`src/rtl/core/rpse_pkg.sv`:
```
`timescale 1ns / 1ps
// shared types and constants of the random pause speed envelope
// no dependencies

package rpse_pkg;

  typedef logic [1:0] phase_t;

  localparam phase_t PH_NORMAL   = 2'd0;
  localparam phase_t PH_SLOWING  = 2'd1;
  localparam phase_t PH_STOPPED  = 2'd2;
  localparam phase_t PH_RESUMING = 2'd3;

  localparam int CFG_DATA_W = 32;
  localparam int CFG_IDX_W  = 3;
  localparam int CHANCE_W   = 7;
  localparam int RND_W      = 7;
  localparam int RAMP_W     = 24;

  typedef logic [CFG_IDX_W-1:0] cfg_idx_t;

  localparam cfg_idx_t REG_CHECK_INTERVAL = 3'd0;
  localparam cfg_idx_t REG_MIN_STOP_GAP   = 3'd1;
  localparam cfg_idx_t REG_STOP_PCT       = 3'd2;
  localparam cfg_idx_t REG_SLOW_DOWN_TIME = 3'd3;
  localparam cfg_idx_t REG_STOP_HOLD_TIME = 3'd4;
  localparam cfg_idx_t REG_SPEED_UP_TIME  = 3'd5;

  localparam logic [CFG_DATA_W-1:0] RST_CHECK_INTERVAL = 32'd1000;
  localparam logic [CFG_DATA_W-1:0] RST_MIN_STOP_GAP   = 32'd10000;
  localparam logic [CHANCE_W-1:0]   RST_STOP_PCT       = 7'd10;
  localparam logic [RAMP_W-1:0]     RST_SLOW_DOWN_TIME = 24'd1000;
  localparam logic [CFG_DATA_W-1:0] RST_STOP_HOLD_TIME = 32'd2000;
  localparam logic [RAMP_W-1:0]     RST_SPEED_UP_TIME  = 24'd1000;

endpackage

```
`src/rtl/core/random_pause_speed_envelope.sv`:
```
`timescale 1ns / 1ps
// random pause speed envelope: speed factor and phase from one time sample per transaction
// depends on rpse_pkg

// Each input transaction is one time sample (timestamp, random-mode flag, random draw); each
// produces exactly one result transaction with the speed factor (2^FRAC_BITS means full speed)
// and the phase after the sample. With random mode clear the block reports normal phase at full
// speed. In random mode a stop check runs every check_interval ticks while normal; if the gap
// since the last stop is at least min_stop_gap and the draw is below the stop percentage, the
// speed ramps down over slow_down_time ticks, holds at zero for stop_hold_time ticks and ramps
// back up over speed_up_time ticks. A transaction is taken only while the sequencer is idle;
// it then passes through the check and done states with random mode clear, through check,
// phase and done in random mode outside a ramp, and through check, phase, divide and done
// during a ramp, where the ramp fraction comes out of a bit-serial restoring divider producing
// one quotient bit per cycle. The next sample is accepted only once the result is loaded. A
// finished result sits in an output register, so the next sample is accepted while the
// previous result is still stalled. Configuration writes are always ready and should only be
// made while no transaction is in flight.

module random_pause_speed_envelope
  import rpse_pkg::*;
#(
  parameter int TIME_WIDTH = 32,
  parameter int FRAC_BITS  = 16
) (
  input  logic                   clk,
  input  logic                   rst_n,
  // input samples
  input  logic                   in_valid,
  output logic                   in_stall,
  input  logic [TIME_WIDTH-1:0]  in_time_now,
  input  logic                   in_random_mode,
  input  logic [RND_W-1:0]       in_random_value,
  // results
  output logic                   out_valid,
  input  logic                   out_stall,
  output logic [FRAC_BITS:0]     out_speed_factor,
  output logic [1:0]             out_phase,
  // register writes
  input  logic                   cfg_valid,
  output logic                   cfg_ready,
  input  logic [CFG_IDX_W-1:0]   cfg_index,
  input  logic [CFG_DATA_W-1:0]  cfg_data
);

  localparam int SPW   = FRAC_BITS + 1;
  localparam int CMPW  = (TIME_WIDTH > CFG_DATA_W) ? TIME_WIDTH : CFG_DATA_W;
  localparam int CNT_W = $clog2(FRAC_BITS);

  localparam logic [SPW-1:0] ONE = SPW'(1) << FRAC_BITS;

  // sequencer codes
  localparam logic [2:0] ST_IDLE  = 3'd0;
  localparam logic [2:0] ST_CHECK = 3'd1;
  localparam logic [2:0] ST_PHASE = 3'd2;
  localparam logic [2:0] ST_DIV   = 3'd3;
  localparam logic [2:0] ST_DONE  = 3'd4;

  // configuration registers
  logic [CFG_DATA_W-1:0] check_interval_r;
  logic [CFG_DATA_W-1:0] min_stop_gap_r;
  logic [CHANCE_W-1:0]   stop_pct_r;
  logic [RAMP_W-1:0]     slow_down_time_r;
  logic [CFG_DATA_W-1:0] stop_hold_time_r;
  logic [RAMP_W-1:0]     speed_up_time_r;

  // sequencer and captured sample
  logic [2:0]            state_r, state_nxt;
  logic [TIME_WIDTH-1:0] now_r, now_nxt;
  logic                  mode_r, mode_nxt;
  logic [RND_W-1:0]      rnd_r, rnd_nxt;

  // envelope state
  phase_t                phase_r, phase_nxt;
  logic [TIME_WIDTH-1:0] phase_start_r, phase_start_nxt;
  logic [TIME_WIDTH-1:0] last_check_r, last_check_nxt;
  logic [TIME_WIDTH-1:0] last_trigger_r, last_trigger_nxt;

  // bit-serial divider
  logic [RAMP_W-1:0]     rem_r, rem_nxt;
  logic [RAMP_W-1:0]     div_r, div_nxt;
  logic [FRAC_BITS-1:0]  quo_r, quo_nxt;
  logic [CNT_W-1:0]      cnt_r, cnt_nxt;

  // result
  logic [SPW-1:0]        spd_r, spd_nxt;
  logic                  out_valid_r, out_valid_nxt;
  logic [SPW-1:0]        out_speed_r, out_speed_nxt;
  phase_t                out_phase_r, out_phase_nxt;

  // wrapped time differences, then widened for comparison with the registers
  logic [TIME_WIDTH-1:0] d_check, d_trigger, d_phase;
  logic [CMPW-1:0]       e_check, e_trigger, e_phase;
  logic [RAMP_W-1:0]     ramp_len;
  logic [RAMP_W:0]       rem_dbl;
  logic [RAMP_W:0]       rem_sub;
  logic                  qbit;
  logic [FRAC_BITS-1:0]  quo_fin;

  assign d_check   = now_r - last_check_r;
  assign d_trigger = now_r - last_trigger_r;
  assign d_phase   = now_r - phase_start_r;
  assign e_check   = CMPW'(d_check);
  assign e_trigger = CMPW'(d_trigger);
  assign e_phase   = CMPW'(d_phase);
  assign ramp_len  = (phase_r == PH_SLOWING) ? slow_down_time_r : speed_up_time_r;

  // one restoring step: remainder stays below the divisor
  assign rem_dbl = {rem_r, 1'b0};
  assign rem_sub = rem_dbl - {1'b0, div_r};
  assign qbit    = (rem_dbl >= {1'b0, div_r});
  assign quo_fin = {quo_r[FRAC_BITS-2:0], qbit};

  assign in_stall         = (state_r != ST_IDLE);
  assign out_valid        = out_valid_r;
  assign out_speed_factor = out_speed_r;
  assign out_phase        = out_phase_r;
  assign cfg_ready        = 1'b1;

  always_comb begin
    state_nxt        = state_r;
    now_nxt          = now_r;
    mode_nxt         = mode_r;
    rnd_nxt          = rnd_r;
    phase_nxt        = phase_r;
    phase_start_nxt  = phase_start_r;
    last_check_nxt   = last_check_r;
    last_trigger_nxt = last_trigger_r;
    rem_nxt          = rem_r;
    div_nxt          = div_r;
    quo_nxt          = quo_r;
    cnt_nxt          = cnt_r;
    spd_nxt          = spd_r;
    out_valid_nxt    = out_valid_r;
    out_speed_nxt    = out_speed_r;
    out_phase_nxt    = out_phase_r;

    // result taken downstream
    if (out_valid_r && !out_stall) begin
      out_valid_nxt = 1'b0;
    end

    unique case (state_r)
      ST_IDLE: begin
        if (in_valid) begin
          now_nxt   = in_time_now;
          mode_nxt  = in_random_mode;
          rnd_nxt   = in_random_value;
          state_nxt = ST_CHECK;
        end
      end
      ST_CHECK: begin
        if (!mode_r) begin
          // forced normal, check and trigger history kept
          phase_nxt       = PH_NORMAL;
          phase_start_nxt = '0;
          spd_nxt         = ONE;
          state_nxt       = ST_DONE;
        end else begin
          if (phase_r == PH_NORMAL && e_check >= CMPW'(check_interval_r)) begin
            last_check_nxt = now_r;
            if (e_trigger >= CMPW'(min_stop_gap_r) && rnd_r < stop_pct_r) begin
              phase_nxt        = PH_SLOWING;
              phase_start_nxt  = now_r;
              last_trigger_nxt = now_r;
            end
          end
          state_nxt = ST_PHASE;
        end
      end
      ST_PHASE: begin
        state_nxt = ST_DONE;
        case (phase_r)
          PH_NORMAL: begin
            spd_nxt = ONE;
          end
          PH_STOPPED: begin
            spd_nxt = '0;
            if (e_phase >= CMPW'(stop_hold_time_r)) begin
              phase_nxt       = PH_RESUMING;
              phase_start_nxt = now_r;
            end
          end
          default: begin
            // slowing or resuming ramp
            if (e_phase >= CMPW'(ramp_len)) begin
              if (phase_r == PH_SLOWING) begin
                spd_nxt         = '0;
                phase_nxt       = PH_STOPPED;
                phase_start_nxt = now_r;
              end else begin
                spd_nxt   = ONE;
                phase_nxt = PH_NORMAL;
              end
            end else begin
              rem_nxt   = e_phase[RAMP_W-1:0];
              div_nxt   = ramp_len;
              quo_nxt   = '0;
              cnt_nxt   = CNT_W'(FRAC_BITS - 1);
              state_nxt = ST_DIV;
            end
          end
        endcase
      end
      ST_DIV: begin
        rem_nxt = qbit ? rem_sub[RAMP_W-1:0] : rem_dbl[RAMP_W-1:0];
        quo_nxt = quo_fin;
        cnt_nxt = cnt_r - 1'b1;
        if (cnt_r == '0) begin
          if (phase_r == PH_SLOWING) begin
            spd_nxt = ONE - SPW'(quo_fin);
          end else begin
            spd_nxt = SPW'(quo_fin);
          end
          state_nxt = ST_DONE;
        end
      end
      ST_DONE: begin
        // wait for a free output register
        if (!out_valid_r || !out_stall) begin
          out_valid_nxt = 1'b1;
          out_speed_nxt = spd_r;
          out_phase_nxt = phase_r;
          state_nxt     = ST_IDLE;
        end
      end
      default: begin
        state_nxt = ST_IDLE;
      end
    endcase
  end

  always_ff @(posedge clk) begin
    if (!rst_n) begin
      state_r          <= ST_IDLE;
      phase_r          <= PH_NORMAL;
      phase_start_r    <= '0;
      last_check_r     <= '0;
      last_trigger_r   <= '0;
      out_valid_r      <= 1'b0;
      check_interval_r <= RST_CHECK_INTERVAL;
      min_stop_gap_r   <= RST_MIN_STOP_GAP;
      stop_pct_r       <= RST_STOP_PCT;
      slow_down_time_r <= RST_SLOW_DOWN_TIME;
      stop_hold_time_r <= RST_STOP_HOLD_TIME;
      speed_up_time_r  <= RST_SPEED_UP_TIME;
    end else begin
      state_r        <= state_nxt;
      phase_r        <= phase_nxt;
      phase_start_r  <= phase_start_nxt;
      last_check_r   <= last_check_nxt;
      last_trigger_r <= last_trigger_nxt;
      out_valid_r    <= out_valid_nxt;
      if (cfg_valid) begin
        unique case (cfg_index)
          REG_CHECK_INTERVAL: check_interval_r <= cfg_data;
          REG_MIN_STOP_GAP:   min_stop_gap_r   <= cfg_data;
          REG_STOP_PCT:       stop_pct_r       <= cfg_data[CHANCE_W-1:0];
          REG_SLOW_DOWN_TIME: slow_down_time_r <= cfg_data[RAMP_W-1:0];
          REG_STOP_HOLD_TIME: stop_hold_time_r <= cfg_data;
          REG_SPEED_UP_TIME:  speed_up_time_r  <= cfg_data[RAMP_W-1:0];
          default: ;
        endcase
      end
    end
  end

  // payload registers, no reset
  always_ff @(posedge clk) begin
    now_r       <= now_nxt;
    mode_r      <= mode_nxt;
    rnd_r       <= rnd_nxt;
    rem_r       <= rem_nxt;
    div_r       <= div_nxt;
    quo_r       <= quo_nxt;
    cnt_r       <= cnt_nxt;
    spd_r       <= spd_nxt;
    out_speed_r <= out_speed_nxt;
    out_phase_r <= out_phase_nxt;
  end

  // speed never exceeds full scale
  a_speed_range: assert property (@(posedge clk) disable iff (!rst_n)
    out_valid |-> (out_speed_factor <= ONE))
    else $error("speed factor above full scale");

  // normal phase always reports full speed
  a_normal_full: assert property (@(posedge clk) disable iff (!rst_n)
    (out_valid && out_phase == PH_NORMAL) |-> (out_speed_factor == ONE))
    else $error("normal phase without full speed");

  // stopped phase always reports zero speed
  a_stopped_zero: assert property (@(posedge clk) disable iff (!rst_n)
    (out_valid && out_phase == PH_STOPPED) |-> (out_speed_factor == '0))
    else $error("stopped phase with nonzero speed");

  // one transaction in flight: an accepted sample blocks the next one
  a_one_in_flight: assert property (@(posedge clk) disable iff (!rst_n)
    (in_valid && !in_stall) |=> in_stall)
    else $error("second sample accepted while busy");

endmodule

```
`config.mk`:
```
export PLATFORM = sky130hd
export DESIGN_NAME = random_pause_speed_envelope
export DESIGN_NICKNAME = d
export VERILOG_FILES = /design/src/rtl/core/rpse_pkg.sv /design/src/rtl/core/random_pause_speed_envelope.sv
export SDC_FILE = /design/constraint.sdc
export NUM_CORES = 1
export LEC_CHECK = 0
export BUFFER_PORTS_ARGS = -buffer_cell sky130_fd_sc_hd__buf_2
export CAP_MARGIN = 5
export CELL_PAD_IN_SITES_DETAIL_PLACEMENT = 1
export CELL_PAD_IN_SITES_GLOBAL_PLACEMENT = 1
export CORE_MARGIN = 2
export CORE_UTILIZATION = 40
export CTS_BUF_LIST = sky130_fd_sc_hd__clkbuf_4
export CTS_CLUSTER_SIZE = 25
export DETAILED_ROUTE_END_ITERATION = 12
export GPL_TIMING_DRIVEN = 0
export PLACE_DENSITY_LB_ADDON = 0.1
export REMOVE_ABC_BUFFERS = 1
export SYNTH_ARGS = -nofsm -noshare
export SYNTH_HDL_FRONTEND = slang
export SYNTH_SLANG_ARGS = --single-unit
```
`constraint.sdc`:
```
create_clock -name clk -period 8.2 [get_ports clk]
set_input_delay 0.82 -clock clk [delete_from_list [all_inputs] [get_ports clk]]
set_output_delay 0.82 -clock clk [all_outputs]
set_load 0.05 [all_outputs]
```
; Word level (Yosys, flattened, before mapping)
; Index checks and enable logic that the tools add are counted.
[word_totals]
output_inout_bits = 22
elab_cells = 135
in_bits = 80
regBits = 396
[classes]
magnitude_cmp = 6
reduce_logical = 31
mux = 44
n_eq_ne = 24
add_sub_neg = 6
bitwise_logic = 2
[ops]
columns = cell, count
row1 = $mux 32, 6
row2 = $pmux 32 s2, 2
row3 = $ge 32x32->1, 3
row4 = $mux 24, 4
row5 = $sub 32x32->32, 3
row6 = $mux 17, 5
row7 = $pmux 17 s3, 1
row8 = $pmux 24 s2, 1
row9 = $pmux 17 s2, 1
row10 = $ge 32x24->1, 1
row11 = $mux 15, 2
row12 = $pmux 15 s2, 1
row13 = $ge 25x24->1, 1
row14 = $sub 24x24->24, 1
row15 = $mux 3, 6
row16 = $sub 17x16->17 const A, 1
row17 = $reduce_and 2->1, 8
row18 = $ne 3x3->1 const B, 5
row19 = $pmux 3 s5, 1
row20 = $ne 2x2->1 const B, 7
row21 = $eq 3x2->1 const B, 4
row22 = $mux 2, 6
row23 = $reduce_and 3->1, 4
row24 = $eq 3x3->1 const B, 3
row25 = 23 further kinds, 36

; Logic depth before layout (Yosys ltp)
[logic_depth]
depth_word = 7
mapped_depth = 28
depth_no_buf = 27

; Worst setup path before layout
; No wires, ideal clock.
[synth_timing]
kind = reg2reg
startpoint = register now_r[0]
endpoint = register div_r[0], enable pin
n_path_buf = 0
setup_ns = 0.405
stages_incl_launch_ff = 23
required_ns = 7.795
arrival_ns = 5.908
slack_ns = 1.888
synth_period_minus_slack_ns = 6.312
cell_sequence = edfxtp_1 inv_1 ha_1 inv_1 fa_1 a21o_1 a41o_1 a211oi_2 nor2_1 o21ai_0 o21a_1 o21bai_1 a21oi_1 xnor2_1 ha_1 a21o_1 a221oi_1 o211ai_1 a21oi_1 or4b_1 or3_1 or4_1 nor2_1
[synth_via]
elab_chain_cells = 4
[synth_rtl]
columns = item, line_no
row1 = start: declaration, random_pause_speed_envelope.sv:69  ; logic [TIME_WIDTH-1:0] now_r, now_nxt;
row2 = start signal: assignment, random_pause_speed_envelope.sv:270  ; now_r <= now_nxt;
row3 = $sub 32x32->32, random_pause_speed_envelope.sv:102  ; assign d_phase = now_r - phase_start_r;
row4 = $ge 32x24->1, random_pause_speed_envelope.sv:186  ; if (e_phase >= CMPW'(ramp_len)) begin
row5 = $not 1->1 (no source line), -
row6 = $reduce_and 3->1 (no source line), -
row7 = end signal: assignment, random_pause_speed_envelope.sv:274  ; div_r <= div_nxt;
row8 = end: declaration, random_pause_speed_envelope.sv:81  ; logic [RAMP_W-1:0] div_r, div_nxt;
; Every way passes these cells.
; A chain may end at the register's enable or synchronous reset.

; Worst setup path after layout
[layout_timing]
startpoint = register now_r[0]
endpoint = register phase_start_r[1]
[layout_via]
elab_chain_cells = 5
word_cells_on_any_way = 14
classes_between = add/sub: 3 / order compare: 4 / eq/ne: 4 / reduce/logical: 3
[layout_rtl]
columns = item, line_no
row1 = $sub 32x32->32 (on tied branches), "random_pause_speed_envelope.sv:101, random_pause_speed_envelope.sv:100"
row2 = $ge 32x32->1 (on tied branches), "random_pause_speed_envelope.sv:162, random_pause_speed_envelope.sv:160"
row3 = $logic_and 1x1->1 (on tied branches), "random_pause_speed_envelope.sv:162, random_pause_speed_envelope.sv:160"
row4 = $ne 3x3->1 (no source line), -
row5 = $reduce_and 7->1 (no source line) (*), -
row6 = end signal: assignment, random_pause_speed_envelope.sv:250  ; phase_start_r <= phase_start_nxt;
row7 = end: declaration, random_pause_speed_envelope.sv:75  ; logic [TIME_WIDTH-1:0] phase_start_r, phase_start_nxt;
; Every way passes the cells marked *; elsewhere a longest branch is shown, timed or not.

==> reports/metrics.yaml <==
critPathBufInv: 2
crit_type: "register to register"
ys_top_cells_by_area: "dfxtp_1 21%, edfxtp_1 18%, ha_1 13%"
syn_inst: 2696
finalCriticalPeriod_ps: 7750
grt_max_degree: 126
fillers: 6954
status: "completed"
hpwl_mm: 49.3
port_buffers: 100
fp.dieH_um: 248
yosysSeqAreaShare: 0.394
hold_path_class: "primary input to register"
cpPeakStageDelay_ps: 570
dr.pass1.iters: 5
track_usage: 0.214
gp_congestion: 0.872
place_ws_ps: -31.7
relSlewSlack: 0.196
cp.depth: 26
antenna_found_initial: 4
crit_family: "compound AO/OA/AOI/OAI gates"
num_io_pins: 102
ctsHoldBuffers: 0
multi_input_area_mm2: 0.0130
fin_util: 0.453
htree_levels: 3
r2r_setup_slack_ps: 450
area_growth_pct: 12.3
clk_path_buf_depth: 3
post-synth-top-area-cell: "dfxtp_1"
grt_pass1_vias: 20153
wire_per_inst_um: 17.6
synthFlopType: "dfxtp_1"
fin_ws_ps: 447
syn-cell-area_mm2: 0.0238
ff2ff_path_depth: 26
via_per_inst: 5.21
clock_sinks: 396
timing.rr.end: "phase_start_r[1]"
start_util: 0.403
setup_viol: 0
synth_edf_count: 143
die-width_um: 248
grt_pass1_wl_mm: 105
core-area_mm2: 0.0589
drtIter0Drc: 593
yosys_warnings: 0
finalCritPeriodShare: 0.945
ys_ff_latch: 396
seq_area_mm2: 0.00936
root_buffer: "clkbuf_4"
finalMaxSlewViolations: 0
p_leak_nw: 10.5
p_per_area_mw_per_mm2: 192
ant_nets: 0
die_area_mm2: 0.0613
crit_start: "now_r[0]"
r2r_start: "now_r[0]"
cts_buffers: 112
insertion_delay_ps: 870
fmax_mhz: 129
critPathLaunchType: "register"
worstPathRequired_ps: 8920
yosysUniqueCellTypes: 85
finalHoldViolCount: 0
finalWirelength_mm: 65.0
drc: 0
arrival_ps: 8480
grt_overflow: 0
crit_slowest_cell: "edfxtp_1"
endpoint_kind: "register"
vdd.ir_drop.worst_mv: 0.0905
synth_top_area_share: 0.213
drive_above_1_share: 0.117
synth.avg_cell_area_um2: 8.81
final_common_cell: "nand2_1"
skew_ps: 67.4
drv_cap: 0
tritoncts: "built"
worstPathMaxFanout: 31
fp-row-count: 89
tightest_slew_ps: 1200
cp-endpoint: "phase_start_r[1]"
synthArstFlopShare: 0
grt_setup_unrepaired: "no"
clkTransAtPathRegs_ps: 70
fin_hold_ws_ps: 123
vias: 19278
final_cell_mix: "383 x nand2_1, 279 x inv_1, 268 x a21oi_1"
nets: 3162
## worst min-delay path by stage
stage	depth (start not counted)	end	startpoint	slack [ps]
CTS	1	now_r[31]	in_time_now[31]	10
finish	1	now_r[19]	in_time_now[19]	120
global placement	0	out_speed_factor[0]	spd_r[0]	400
floorplan	0	out_speed_factor[0]	spd_r[0]	400
global route	1	now_r[31]	in_time_now[31]	50
detailed placement	0	out_speed_factor[13]	spd_r[13]	410
## sequential cells by signal (all words and copies together) (netlist names), 2 cells and up
| name | cells |
|---|---|
| div_r | 24 |
| phase_r | 2 |
| out_phase | 2 |
| state_r | 3 |
| cnt_r | 4 |
| last_trigger_r | 32 |
| check_interval_r | 32 |
| stop_hold_time_r | 32 |
| spd_r | 17 |
| rnd_r | 7 |
| phase_start_r | 32 |
| now_r | 32 |
| rem_r | 24 |
| min_stop_gap_r | 32 |
| stop_pct_r | 7 |
| speed_up_time_r | 24 |
| slow_down_time_r | 24 |
| out_speed_factor | 17 |
| quo_r | 15 |
| last_check_r | 32 |
## synthesized netlist by cell type (5+ instances only)
cell / count
buf_1: 6
o21ai_0: 83
o21bai_1: 22
or3_1: 15
nand2b_1: 18
nand3_1: 47
nor2b_1: 28
a31oi_1: 7
and4_1: 6
a2111oi_0: 7
o31ai_1: 11
a41oi_1: 5
a21oi_1: 269
nand4_1: 26
a211oi_1: 21
dfxtp_1: 253
and3_1: 27
o21ai_1: 10
inv_1: 279
edfxtp_1: 143
a21o_1: 66
mux2i_1: 96
nand2_1: 384
a211o_1: 6
or2_2: 9
a22o_1: 32
xor2_1: 42
nor2_1: 189
xnor2_1: 78
and2_1: 14
nor3_1: 24
a221oi_1: 5
clkbuf_1: 80
o211ai_1: 30
ha_1: 248
o21a_1: 22
a221o_1: 5
## area by class of cell
class | instances | share of cell area
multi-input combinational | 1925 | 0.487
sequential | 396 | 0.351
clock buffer | 175 | 0.0493
inverter | 280 | 0.0397
tap | 773 | 0.0363
timing repair buffer | 115 | 0.0287
clock inverter | 34 | 0.00755
antenna | 4 | 0.000375
## through the flow
step	std cells	setup TNS (ps)	power [W]	cell area, µm²
2_1_floorplan	2601	0	0.00291	23300
3_3_place_gp	3474	-223270	0.00319	24800
3_5_place_dp	3489	-540	0.00325	25100
4_1_cts	3698	0	0.00521	26700
5_1_grt	3702	0	0.00546	26700
6_report	3702	0	0.00511	26700
## repair_timing
item | in CTS | in global routing
setup endpoints to repair | 31 | 29
resized for setup | 1 | 1
pin swaps | 0 | 0
buffers inserted | 0 | 0
## power by group
part | internal [W] | switching, W
combinational | 0.000416 | 0.000627
clock | 0.00103 | 0.000882
sequential | 0.00210 | 0.0000564
## metal layers
metal | part of all wire | GRT usage | vias to the layer above
met2 | 0.46 | 0.360 | 208
met5 | 0 | 0 | -
met3 | 0.026 | 0.0304 | 90
li1 | - | - | 9726
met1 | 0.49 | 0.284 | 9254
met4 | 0.020 | 0.0666 | 0
## cells by family after synthesis
logic type,count (synthesis),synth area share
and+or+nand+nor,815,0.154
AOI/OAI and AO/OA,639,0.171
DFF,396,0.394
buffers and inverters,375,0.0617
adders and majority gates,252,0.134
xor gates and xnor gates,120,0.0442
muxes,98,0.0415
other,1,0.000158
(Power assumes the default switching activity.)
